File: config.mk
export PLATFORM = sky130hd
export DESIGN_NAME = ffac_ram
export DESIGN_NICKNAME = d
export VERILOG_FILES = /design/src/design/ffac_ram.sv
export SDC_FILE = /design/constraint.sdc
export NUM_CORES = 2
export LEC_CHECK = 0
export BUFFER_PORTS_ARGS = -buffer_cell sky130_fd_sc_hd__buf_2
export CAP_MARGIN = 20
export CORE_AREA = 3 3 829 831
export CTS_BUF_LIST = sky130_fd_sc_hd__clkbuf_2 sky130_fd_sc_hd__clkbuf_4 sky130_fd_sc_hd__clkbuf_8
export DETAILED_ROUTE_END_ITERATION = 16
export DIE_AREA = 0 0 832 834
export HOLD_SLACK_MARGIN = 0.06
export PLACE_DENSITY = 0.34
export SLEW_MARGIN = 15
export SYNTH_ARGS = -nofsm -noshare
export SYNTH_HDL_FRONTEND = slang
export SYNTH_SLANG_ARGS = --single-unit
File: constraint.sdc
create_clock -name i_clk -period 9.15 [get_ports i_clk]
set_input_delay 1.83 -clock i_clk [delete_from_list [all_inputs] [get_ports i_clk]]
set_output_delay 1.83 -clock i_clk [all_outputs]
set_load 0.01 [all_outputs]
File: src/design/ffac_ram.sv
// Generic single-write, single-read RAM with registered read data.
// No dependencies.
`default_nettype none

module ffac_ram #(
    parameter int WIDTH = 64,
    parameter int DEPTH = 64,
    localparam int AW = (DEPTH > 1) ? $clog2(DEPTH) : 1
) (
    input  wire logic             i_clk,
    input  wire logic             i_we,
    input  wire logic [AW-1:0]    i_waddr,
    input  wire logic [WIDTH-1:0] i_wdata,
    input  wire logic [AW-1:0]    i_raddr,
    output logic      [WIDTH-1:0] o_rdata
);

    logic [WIDTH-1:0] r_mem [DEPTH];

    // Write port and registered read port.
    always_ff @(posedge i_clk) begin
        if (i_we) begin
            r_mem[i_waddr] <= i_wdata;
        end
        o_rdata <= r_mem[i_raddr];
    end

endmodule

`default_nettype wire

==> impl_metrics.json <==
{
  "status": "completed",
  "tightest_slew_ns": 1.19,
  "design.die.area_sq_mm": 0.694,
  "vias": 75255,
  "nFillCells": 67190,
  "period_needed_ns": 4.41,
  "cts_tree": "built",
  "crit_path_max_fanout": 75,
  "synthCells": 6598,
  "setup_ws_ns": 4.74,
  "yosysWarnings": 0,
  "peakVddDrop_uv": 148,
  "ant_nets": 0,
  "syn-cell-area_sq_mm": 0.156,
  "die_h_um": 834,
  "timing.critical_path.slowest_stage_cell": "a41oi_1",
  "report.final.slew_viol_count": 0,
  "htree_levels": 6,
  "max_freq_mhz": 227,
  "setup_viol": 0,
  "die_w_um": 832,
  "cts-buffers-inserted": 732,
  "gp_congestion": 0.712,
  "crit_arrival_ns": 5.52,
  "pre_cts_ws_ns": 3.33,
  "drive_above_1_share_pct": 34.4,
  "row_count": 303,
  "first_iter_violations": 5777,
  "cts_hold_buf": 0,
  "path_clk_slew_ns": 0.06,
  "p_leak_uw": 0.0567,
  "routed_wirelength_um": 541000,
  "cpMostUsedCell": "buf_12",
  "maxCapViolCount": 0,
  "start_kind": "input port",
  "io_buffers": 141,
  "hpwlAfterDp_um": 293000,
  "synth-seq-cells": 4160,
  "clock-sinks": 4160,
  "synthArstFlopShare_pct": 0,
  "initial_core_util_pct": 23.0,
  "ys.flop_type": "edfxtp_1",
  "viasPerCell": 4.42,
  "wire_per_inst_um": 31.8,
  "syn-mean-instance-area_sq_um": 23.7,
  "antenna_found_initial": 75,
  "skew_ns": 0.0734,
  "worst-path-buf-inv": 3,
  "period_share_pct": 48.2,
  "grt_pass1_wl_um": 729000,
  "synth_nets": 6676,
  "finish.utilization_pct": 27.2,
  "cts-resized-gates": 0,
  "synth_edf_count": 4096,
  "syn2layout_area_growth_pct": 18.3,
  "core_area_sq_mm": 0.681,
  "cts_setup_buffers": 0,
  "end_kind": "flip-flop",
  "grt_pass1_vias": 81285,
  "synth_seq_area_share_pct": 79.5,
  "grt_max_degree": 108,
  "hp-class": "reg2reg",
  "track_usage_pct": 15.2,
  "finalNetCount": 7479,
  "powerDensity_mw_per_mm2": 219,
  "path_cells": "buf_12 > buf_12 > buf_12 > mux4_2 > mux2i_1 > o22ai_1 > a41oi_1 > a211oi_1",
  "root_buffer": "clkbuf_8",
  "critPathKind": "in2reg",
  "final_hold_viol_count": 0,
  "dr.pass1.iters": 6,
  "maxSlewHeadroom_pct": 20.5,
  "io_pins": 142,
  "overflow": 0,
  "required_ns": 10.25,
  "drc": 0,
  "crit_family": "buffers and inverters",
  "ys_types": 33,
  "power.total_uw": 40400,
  "tns_ns": 0,
  "cpPeakStageDelay_ns": 0.65,
  "rsz0062_at_grt": "no",
  "clockBufferDepth": 4,
  "clk_latency_ns": 1.33,
  "holdWs_ns": 0.839
}
-- worst register-to-register path: stages (launching register included) --
cell,delay [ns]
edfxtp_1,0.35
mux4_2,0.48
nor2b_1,0.15
a211oi_1,0.87
o22ai_1,0.33
and3_1,0.25
-- cells in the mapped netlist (20+ instances only) --
cell,n,area (sq um)
mux2i_1,135,1350
dfxtp_1,64,1280
clkbuf_1,140,526
a211oi_1,63,473
or2_2,28,175
and3_1,64,400
buf_2,170,851
a41oi_1,26,228
a22o_1,88,771
nor2_1,112,420
nor2b_1,28,175
buf_1,20,75.1
mux4_2,1024,23100
o221ai_1,38,333
buf_4,34,255
edfxtp_1,4096,123000
a22oi_1,168,1260
nand3_1,45,225
or3_1,29,181
o22ai_1,83,519
nand2_1,58,218
-- layer usage --
layer | GRT usage (%) | share of wire, % | up-vias | wire (um)
li1 | - | - | 30324 | -
met1 | 19.7 | 42 | 42289 | 230000
met3 | 2.22 | 4.1 | 713 | 22300
met4 | 3.66 | 2.3 | 6 | 12600
met5 | 0 | 0.0063 | - | 34
met2 | 26.9 | 51 | 1923 | 276000
-- cell usage in the layout, fill, tap and decap left out, drive strengths merged, types with 11 or more instances in the layout --
| master | count |
|---|---|
| nand2 | 58 |
| nor2 | 112 |
| nor2b | 28 |
| mux2i | 135 |
| mux4 | 1024 |
| clkbuf | 1044 |
| or3 | 29 |
| nand3 | 45 |
| diode | 36 |
| and3 | 64 |
| a211oi | 63 |
| inv | 48 |
| a31oi | 18 |
| buf | 439 |
| o22ai | 83 |
| edfxtp | 4096 |
| a41oi | 26 |
| nand2b | 11 |
| a22oi | 168 |
| a22o | 88 |
| dfxtp | 64 |
| clkinv | 227 |
| o221ai | 38 |
| or2 | 28 |
| a2bb2oi | 19 |
-- report_power, final --
group          switching, uW  internal (uW)
Clock                   7980           9270
Sequential               141          21100
Combinational           1250            684
Total                   9380          31100
-- sequential cells by signal (all words and copies together) (netlist names) --
| name | count |
|---|---|
| r_mem | 4096 |
| o_rdata | 64 |
-- path summary, 6_finish.rpt --
check	start	endpoint	slack (ns)	depth (start not counted)
setup / recovery	i_raddr[0]	o_rdata[19]	4.74	8
hold / removal	r_mem[47][30]	o_rdata[30]	0.84	4
setup reg to reg	r_mem[13][18]	o_rdata[18]	6.63	5
hold reg to reg	r_mem[47][30]	o_rdata[30]	0.84	4
-- per-stage QoR --
stage	area [sq um]	std cells
after CTS	184000	16960
after floorplan	156000	6598
after detailed placement	170000	15643
final	185000	17017
after global routing	185000	17005
after global placement	170000	15633
-- kinds of logic after synthesis --
group           count (synthesis)  share of synthesized area [%]
mux                          1159                           15.6
buf+inv                       389                           1.18
flops                        4160                           79.5
simple gates                  386                           1.24
compound gates                504                           2.48
-- layout make-up --
class | instances | area (sq um) | share of cell area (%)
repair buffers | 439 | 3830 | 2.07
multi-input cells | 2049 | 30800 | 16.7
clock buffers | 1044 | 12700 | 6.87
clock inverters | 273 | 1900 | 1.03
flip-flops and latches | 4160 | 124000 | 67.2
diodes | 36 | 90.1 | 0.0487
well taps | 8997 | 11300 | 6.09
inverters | 19 | 71.3 | 0.0386
Note: power is estimated with default switching activity, not from simulation.
