## src/design/ffac_pkg.sv

```systemverilog
// Shared types and constants for the first-fit pool allocator.
// Holds request and status codes, the hole record and the ALU request type.
// No dependencies.
`default_nettype none

package ffac_pkg;

    // Reset value of the pool size register.
    localparam logic [31:0] POOL_RESET_BYTES = 32'd67108864;
    localparam int HOLE_SLOTS_DEF  = 64;
    localparam int GRANT_SLOTS_DEF = 64;

    typedef enum logic [1:0] {
        REQ_ALLOC   = 2'd0,
        REQ_FREE    = 2'd1,
        REQ_COMPACT = 2'd2,
        REQ_RESET   = 2'd3
    } t_req;

    typedef enum logic [1:0] {
        ST_OK       = 2'd0,
        ST_NO_FIT   = 2'd1,
        ST_NOT_HELD = 2'd2,
        ST_FULL     = 2'd3
    } t_status;

    // One free hole or one granted block: start and length.
    typedef struct packed {
        logic [31:0] start;
        logic [31:0] len;
    } t_rec;

    // Operands for the shared adder and subtractor.
    typedef struct packed {
        logic [32:0] a;
        logic [32:0] b;
        logic        sub;
    } t_alu_req;

endpackage

`default_nettype wire

```

## src/design/ffac_alu.sv

```systemverilog
// Shared 33-bit adder and subtractor used by the arithmetic steps of the sequencer.
// Depends on ffac_pkg for the request type.
`default_nettype none

module ffac_alu (
    input  wire ffac_pkg::t_alu_req i_req,
    output logic [33:0]             o_res
);

    import ffac_pkg::*;

    // Bit 33 of a difference is set when a is below b.
    always_comb begin
        o_res = {1'b0, i_req.a} + ({1'b0, i_req.b} ^ {34{i_req.sub}})
              + {33'd0, i_req.sub};
    end

endmodule

`default_nettype wire

```

## config.mk

```make
export PLATFORM = sky130hd
export DESIGN_NAME = ffac_alu
export DESIGN_NICKNAME = d
export VERILOG_FILES = /design/src/design/ffac_pkg.sv /design/src/design/ffac_alu.sv
export SDC_FILE = /design/constraint.sdc
export NUM_CORES = 1
export LEC_CHECK = 0
export CORE_MARGIN = 2
export CORE_UTILIZATION = 60
export DETAILED_ROUTE_END_ITERATION = 12
export DONT_BUFFER_PORTS = 1
export GPL_ROUTABILITY_DRIVEN = 0
export PLACE_DENSITY = 0.82
export SLEW_MARGIN = 0
export SYNTH_ARGS = -nofsm -noshare
export SYNTH_HDL_FRONTEND = slang
export SYNTH_SLANG_ARGS = --single-unit
```

## constraint.sdc

```tcl
create_clock -name vclk -period 3.29
set_input_delay 0.4935 -clock vclk [all_inputs]
set_output_delay 0.4935 -clock vclk [all_outputs]
set_load 0.005 [all_outputs]
```

==> results of run 1 <==
-- worst max-delay path, delay by kind of cell --
family          cells  cell delay [ns]
compound gates      6             1.43
xor+xnor            2             0.36
fa+ha+maj           1             0.41
-- worst paths after layout --
| check | to | depth (start not counted) |
|---|---|---|
| setup / recovery | o_res[33] | 9 |
| hold / removal | o_res[0] | 1 |
-- metal layers --
metal	GRT usage, %	vias to the layer above	routed length, um
li1	-	1037	-
met1	26.02	924	1840
met2	42.93	94	2377
met3	2.899	14	379
met4	6.667	0	142
met5	0	-	0
-- power by group --
group,total (uW),internal [uW],leakage [uW],switching [uW]
logic,624,257,0.000889,367
clock network,0,0,0,0
registers,0,0,0,0
total,624,257,0.000889,367
-- cell type report --
cell class / instances / share of cell area [%]
tap: 46 / 2.783
inverter: 9 / 1.633
timing repair buffer: 2 / 0.7260
multi-input combinational: 269 / 94.86
-- layout by cell type, fill, tap and decap left out, types with 3 or more instances in the layout --
master	count
xor2_1	46
a21oi_1	35
ha_1	32
nand2_1	25
nor2_1	22
xnor2_1	20
o21ai_0	15
inv_1	9
a21o_1	9
nand4_1	7
nand3_1	6
o21bai_1	5
o21ai_1	4
o21a_1	4
and3_1	3
o31ai_2	3
a31oi_1	3
o31ai_1	3
-- per-stage QoR --
step	setup slack [ns]	setup TNS, ns	instance area, um2	std cells
2_1_floorplan	0.01088	0	2042	288
6_report	0.08982	0	2068	326
5_1_grt	-0.001674	-0.001674	2068	326
3_3_place_gp	0.1763	0	2063	326
3_5_place_dp	0.1286	0	2063	326
4_1_cts	0.1116	0	2063	326
-- synthesized netlist by cell type (3+ instances only) --
library cell  instances
a21o_1                9
o21bai_1              5
xor2_1               46
clkbuf_1              5
inv_1                 9
o21ai_0              15
nand2_1              25
and3_1                3
o21ai_1               5
nand4_1               7
o21a_1                4
xnor2_1              20
o31ai_2               3
o31ai_1               3
buf_1                 3
nor2_1               22
ha_1                 32
nand3_1               6
a31oi_1               3
a21oi_1              36
-- cell families (layout without fill, tap and decap cells) --
family	after synthesis	after routing	synth area share, %
AND/OR/NAND/NOR	73	73	16.46
XOR/XNOR	66	66	28.48
adder cells (fa/ha/maj)	33	33	20.72
AO/OA/AOI/OAI	95	95	29.53
multiplexers	2	2	1.048
buffers and inverters	19	11	3.761
-- timing repair --
item / in CTS / in global routing
gates resized for setup: 0 / 2
hold endpoints to repair: 0 / 0
setup endpoints to repair: 0 / 2
==> impl_metrics.py, run 1 <==
metrics = {
    "run_status": {
        "outcome": "finished, final reports clean",
    },
    "drt": {
        "vias": 2069,
        "wl_per_cell_um": 14.54,
        "drc_errors": 0,
        "viasPerCell": 6.347,
        "firstDrtPassIters": 4,
        "wirelength_mm": 4.739,
        "ant_nets": 0,
        "drt_first_iter_violations": 165,
    },
    "critical_path": {
        "worstPathRequired_ns": 2.80,
        "cp-end-kind": "output port",
        "worstPathMaxFanout": 34,
        "path_class": "in -> out",
        "critPathLaunchType": "input pin",
        "cpMaxStageDelayCell": "ha_1",
        "cp_cell_sequence": "xor2_1, ha_1, a21oi_1, o21a_1, o31ai_2, a31oi_1, o41a_1, o31ai_2, xor2_1",
        "worstSetupStartpoint": "i_req[0]",
        "critPathMaxStageDelay_ns": 0.41,
        "crit_arrival_ns": 2.71,
    },
    "sta": {
        "slew_violations": 0,
        "fin_crit_ns": 3.200,
        "max-slew-margin-rel_pct": 61.28,
        "worst_pin_slew_ns": 0.5794,
        "fmax_ghz": 0.3125,
        "hold_viol": 0,
        "setup_viol": 0,
        "period_share_pct": 97.27,
        "whs_ns": 1.041,
    },
    "floorplanning": {
        "die_h_um": 62.16,
        "start_util_pct": 61.79,
        "fp.coreArea_um2": 3284,
        "dieArea_um2": 3864,
        "pin_count": 101,
        "chipWidth_um": 62.16,
        "rows": 21,
    },
    "yosys": {
        "yosys.cell_types.count": 42,
        "ys_seq_area_share_pct": 0,
        "yosysTopAreaCell": "xor2_1",
        "synthCells": 288,
        "avgSynthCellArea_um2": 7.047,
        "syn-cell-area_um2": 2029,
        "yosysTopAreaCellShare_pct": 19.85,
        "synthTopCellsByArea": "xor2_1, ha_1, a21oi_1",
        "synth_nets": 388,
        "yosysWarningCount": 0,
    },
    "final_layout": {
        "final_util_pct": 62.97,
        "ff_latch_area_um2": 0,
        "n_fill_cell": 323,
        "n_clock_buffer": 0,
        "layout-drive-gt1-share_pct": 3.214,
        "synthToLayoutAreaGrowth_pct": 1.911,
        "antennaDiodeCount": 0,
        "final_nets": 382,
        "seq_cell_count": 0,
        "multi_input_comb_area_um2": 1962,
    },
    "place": {
        "port_buffers": 0,
        "dpl.hpwl_mm": 4.024,
    },
    "hold_path": {
        "hp-class": "in -> out",
        "hp-start": "i_req[1]",
    },
    "global_routing": {
        "grt_pass1_vias": 1900,
        "antenna_found_initial": 0,
        "grt_pass1_wl_mm": 7.707,
        "grt_usage_pct": 22.54,
        "grt-ovfl-total": 0,
        "grt_max_degree": 35,
    },
    "power": {
        "leakagePower_uw": 0.0008888,
        "total_power_uw": 624.4,
        "ir_drop_v": 0.0001269,
        "p_per_area_nw_per_um2": 301.9,
    },
    "clocking": {
        "hold_buffers": 0,
        "cts_setup_buffers": 0,
    },
    "job": {
        "drv_cap": 0,
    },
}
Power figures use the tool's default switching activity.
==> run 2: changes to the inputs <==
--- a/config.mk
+++ b/config.mk
@@ -10,7 +10,7 @@
 export DETAILED_ROUTE_END_ITERATION = 12
 export DONT_BUFFER_PORTS = 1
 export GPL_ROUTABILITY_DRIVEN = 0
-export PLACE_DENSITY = 0.82
+export PLACE_DENSITY = 0.79
 export SLEW_MARGIN = 0
 export SYNTH_ARGS = -nofsm -noshare
 export SYNTH_HDL_FRONTEND = slang
==> constraint.sdc (replaced) <==
create_clock -name vclk -period 3.4
set_input_delay 0.51 -clock vclk [all_inputs]
set_output_delay 0.51 -clock vclk [all_outputs]
set_load 0.005 [all_outputs]
==> impl_metrics.py, run 2 (synthesis gave the netlist of run 1 again) <==
metrics = {
    "critical_path": {
        "crit_path_end": "o_res[32]",
        "worstSetupStartpoint": "i_req[0]",
        "worstPathMaxFanout": 34,
        "worstPathRequired_ns": 2.89,
        "path_class": "in -> out",
        "critPathLaunchType": "input pin",
        "crit_arrival_ns": 2.80,
        "cp-end-kind": "output port",
    },
    "floorplanning": {
        "fp.coreArea_um2": 3284,
        "rows": 21,
        "start_util_pct": 61.79,
        "dieArea_um2": 3864,
        "die_h_um": 62.16,
        "pin_count": 101,
        "chipWidth_um": 62.16,
    },
    "final_layout": {
        "final_common_cell": "xor2_1",
        "seq_cell_count": 0,
        "final_cell_mix": "xor2_1, a21oi_1, ha_1",
        "synthToLayoutAreaGrowth_pct": 1.973,
        "antennaDiodeCount": 0,
        "ff_latch_area_um2": 0,
        "final_util_pct": 63.01,
        "layout-drive-gt1-share_pct": 3.571,
        "n_clock_buffer": 0,
        "final_nets": 382,
    },
    "drt": {
        "vias": 1991,
        "wirelength_mm": 4.551,
        "wl_per_cell_um": 13.96,
        "drc_errors": 0,
        "ant_nets": 0,
        "firstDrtPassIters": 4,
        "drt_first_iter_violations": 105,
        "viasPerCell": 6.107,
    },
    "hold_path": {
        "hp-class": "in -> out",
    },
    "sta": {
        "setup_viol": 0,
        "rsz0062_at_grt": "false",
        "fmax_ghz": 0.3021,
        "worst_pin_slew_ns": 0.5742,
        "hold_viol": 0,
        "max-slew-margin-rel_pct": 60.73,
        "period_share_pct": 97.36,
        "tns_ns": 0,
        "fin_crit_ns": 3.310,
        "slew_violations": 0,
    },
    "power": {
        "sw_frac_of_total_pct": 58.68,
        "ir_drop_v": 0.0001311,
        "p_seq_share_pct": 0,
        "p_int_uw": 247.1,
        "p_sw_uw": 351.0,
        "clockPowerShare_pct": 0,
        "p_per_area_nw_per_um2": 289.0,
        "comb_power_share_pct": 100.0,
        "leakagePower_uw": 0.0008867,
    },
    "place": {
        "port_buffers": 0,
        "dpl.hpwl_mm": 3.895,
    },
    "global_routing": {
        "grt_pass1_vias": 1814,
        "antenna_found_initial": 0,
        "grt-ovfl-total": 0,
        "grt_max_degree": 35,
        "grt_usage_pct": 21.71,
        "grt_pass1_wl_mm": 7.431,
    },
    "run_status": {
        "outcome": "finished, final reports clean",
    },
    "job": {
        "drv_cap": 0,
    },
}
[run 2: worst min-delay path by stage]
stage | start | slack (ns) | endpoint | cells past startpoint
after floorplan | i_req[1] | 1.07 | o_res[0] | 1
after global placement | i_req[1] | 1.08 | o_res[0] | 1
after detailed placement | i_req[1] | 1.07 | o_res[0] | 1
after CTS | i_req[1] | 1.07 | o_res[0] | 1
after global routing | i_req[1] | 1.08 | o_res[0] | 1
final | i_req[1] | 1.07 | o_res[0] | 1
[run 2: area by class of cell]
| class | count | area (um2) |
|---|---|---|
| multi-input combinational | 269 | 1963 |
| fill | 326 | 1215 |
| tap | 46 | 57.56 |
| inverter | 9 | 33.78 |
| timing repair buffer | 2 | 15.01 |
[run 2: layer usage]
layer  global-route usage [%]  up-vias  wire, um
met1                    27.25      875      1952
met2                    41.03       77      2299
met4                    2.222        0        34
met3                    2.355        6       264
met5                        0        -         0
li1                         -     1033         -
[run 2: per-stage QoR]
| step | instances | power, uW | worst slack (ns) | cell area, um2 | hold WS (ns) |
|---|---|---|---|---|---|
| 4_1_cts | 326 | 594.7 | 0.07074 | 2059 | 1.075 |
| 2_1_floorplan | 288 | 503.2 | -0.01569 | 2036 | 1.071 |
| 3_5_place_dp | 326 | 592.1 | 0.06812 | 2059 | 1.075 |
| 3_3_place_gp | 326 | 586.3 | 0.1304 | 2059 | 1.076 |
| 5_1_grt | 326 | 664.6 | 0.005226 | 2069 | 1.080 |
| 6_report | 326 | 598.1 | 0.08990 | 2069 | 1.075 |
[run 2: timing repair]
item	CTS	global route
endpoints found under the setup margin	0	5
setup buffers	0	0
hold buffers	0	0
gates resized for setup	0	3
[run 2: critical path: stages]
cell,delay (ns)
xor2_1,0.24
fa_1,0.28
a21oi_2,0.09
o211ai_1,0.24
a22oi_1,0.17
o221a_2,0.32
o311a_1,0.39
o21ai_1,0.28
mux2i_1,0.27
[run 2: power groups by stage]
| stage | Combinational (uW) | Clock (uW) | Sequential (uW) |
|---|---|---|---|
| 6_report | 598 | 0 | 0 |
| 5_1_grt | 665 | 0 | 0 |
| 4_1_cts | 595 | 0 | 0 |
| 3_5_place_dp | 592 | 0 | 0 |
| 3_3_place_gp | 586 | 0 | 0 |
| 2_1_floorplan | 503 | 0 | 0 |
==> run 3: changes to the inputs <==
--- a/config.mk
+++ b/config.mk
@@ -10,7 +10,7 @@
 export DETAILED_ROUTE_END_ITERATION = 12
 export DONT_BUFFER_PORTS = 1
 export GPL_ROUTABILITY_DRIVEN = 0
-export PLACE_DENSITY = 0.79
+export PLACE_DENSITY = 0.76
 export SLEW_MARGIN = 0
 export SYNTH_ARGS = -nofsm -noshare
 export SYNTH_HDL_FRONTEND = slang
==> constraint.sdc (replaced) <==
create_clock -name vclk -period 4.02
set_input_delay 0.603 -clock vclk [all_inputs]
set_output_delay 0.603 -clock vclk [all_outputs]
set_load 0.005 [all_outputs]
==> impl_metrics.py, run 3 (synthesis gave the netlist of run 1 again) <==
metrics = {
    "job": {
        "drv_cap": 0,
    },
    "place": {
        "dpl.hpwl_mm": 3.964,
        "port_buffers": 0,
        "dp_worst_setup_slack_ns": 0.4339,
    },
    "clocking": {
        "cts_setup_buffers": 0,
        "post_cts_resized": 0,
        "hold_buffers": 0,
    },
    "final_layout": {
        "final_common_cell": "xor2_1",
        "final_cell_mix": "xor2_1, a21oi_1, ha_1",
        "final_nets": 380,
        "seq_cell_count": 0,
        "n_clock_buffer": 0,
        "layout-drive-gt1-share_pct": 1.799,
        "synthToLayoutAreaGrowth_pct": 0.7398,
        "final_util_pct": 62.25,
        "antennaDiodeCount": 0,
        "ff_latch_area_um2": 0,
    },
    "global_routing": {
        "grt_max_degree": 35,
        "antenna_found_initial": 0,
        "grt_pass1_vias": 1823,
        "grt_usage_pct": 22.73,
        "grt-ovfl-total": 0,
        "grt_pass1_wl_mm": 7.762,
    },
    "sta": {
        "fin_crit_ns": 3.588,
        "tns_ns": 0,
        "hold_viol": 0,
        "setup_viol": 0,
        "fmax_ghz": 0.2787,
        "rsz0062_at_grt": "false",
        "worst_pin_slew_ns": 0.6597,
        "period_share_pct": 89.26,
        "max-slew-margin-rel_pct": 54.89,
        "setup_slack_ns": 0.4319,
        "slew_violations": 0,
    },
    "floorplanning": {
        "die_h_um": 62.16,
        "rows": 21,
        "start_util_pct": 61.79,
        "dieArea_um2": 3864,
        "fp.coreArea_um2": 3284,
        "chipWidth_um": 62.16,
        "pin_count": 101,
    },
    "power": {
        "leakagePower_uw": 0.0008779,
        "total_power_uw": 503.9,
        "p_per_area_nw_per_um2": 246.5,
        "ir_drop_v": 0.00009972,
    },
    "critical_path": {
        "path_class": "in -> out",
        "crit_arrival_ns": 2.99,
        "worstPathRequired_ns": 3.42,
        "worstPathMaxFanout": 34,
        "critPathLaunchType": "input pin",
        "cp-end-kind": "output port",
    },
    "run_status": {
        "outcome": "finished, final reports clean",
    },
    "drt": {
        "drt_first_iter_violations": 150,
        "wl_per_cell_um": 14.48,
        "wirelength_mm": 4.690,
        "drc_errors": 0,
        "ant_nets": 0,
        "viasPerCell": 6.167,
        "firstDrtPassIters": 4,
        "vias": 1998,
    },
    "hold_path": {
        "hp-class": "in -> out",
    },
}
## run 3: cell count changes in the layout (fill, tap and decap cells not counted), sizes merged
cell,previous run,this run
buf,2,0
## run 3: layout make-up
type                            instances  area, um2
Multi-Input combinational cell        269       1953
Tap cell                               46      57.56
Fill cell                             346       1240
Inverter                                9      33.78
## run 3: worst max-delay path, cell delays in order
cell      delay [ns]
xor2_1          0.15
ha_1            0.36
a21oi_1         0.12
o211ai_1        0.26
a22oi_1         0.17
o221a_2         0.31
o311a_1         0.41
o21ai_1         0.28
mux2i_1         0.30
## run 3: per-layer routing
| metal | share of wire [%] | vias up | wire [um] | global-route usage (%) |
|---|---|---|---|---|
| li1 | - | 1033 | - | - |
| met1 | 45 | 883 | 2116 | 30.19 |
| met2 | 49 | 82 | 2284 | 42.26 |
| met3 | 6.2 | 0 | 289 | 1.993 |
| met4 | 0 | 0 | 0 | 0.2778 |
| met5 | 0 | - | 0 | 0 |
## run 3: metrics by stage
stage	std cells	hold WS, ns	instance area (um2)
finish	324	1.261	2044
global route	324	1.263	2044
CTS	324	1.261	2044
detailed placement	324	1.261	2044
global placement	324	1.262	2044
floorplan	288	1.257	2029
## run 3: power breakdown
group	total (uW)	internal (uW)	switching [uW]
clock network	0	0	0
registers	0	0	0
logic	504	205	299
total	504	205	299
## run 3: worst paths after layout
kind                    end  cells past startpoint  slack [ns]      from
setup / recovery  o_res[32]                      9        0.43  i_req[0]
hold / removal     o_res[0]                      1        1.26  i_req[1]
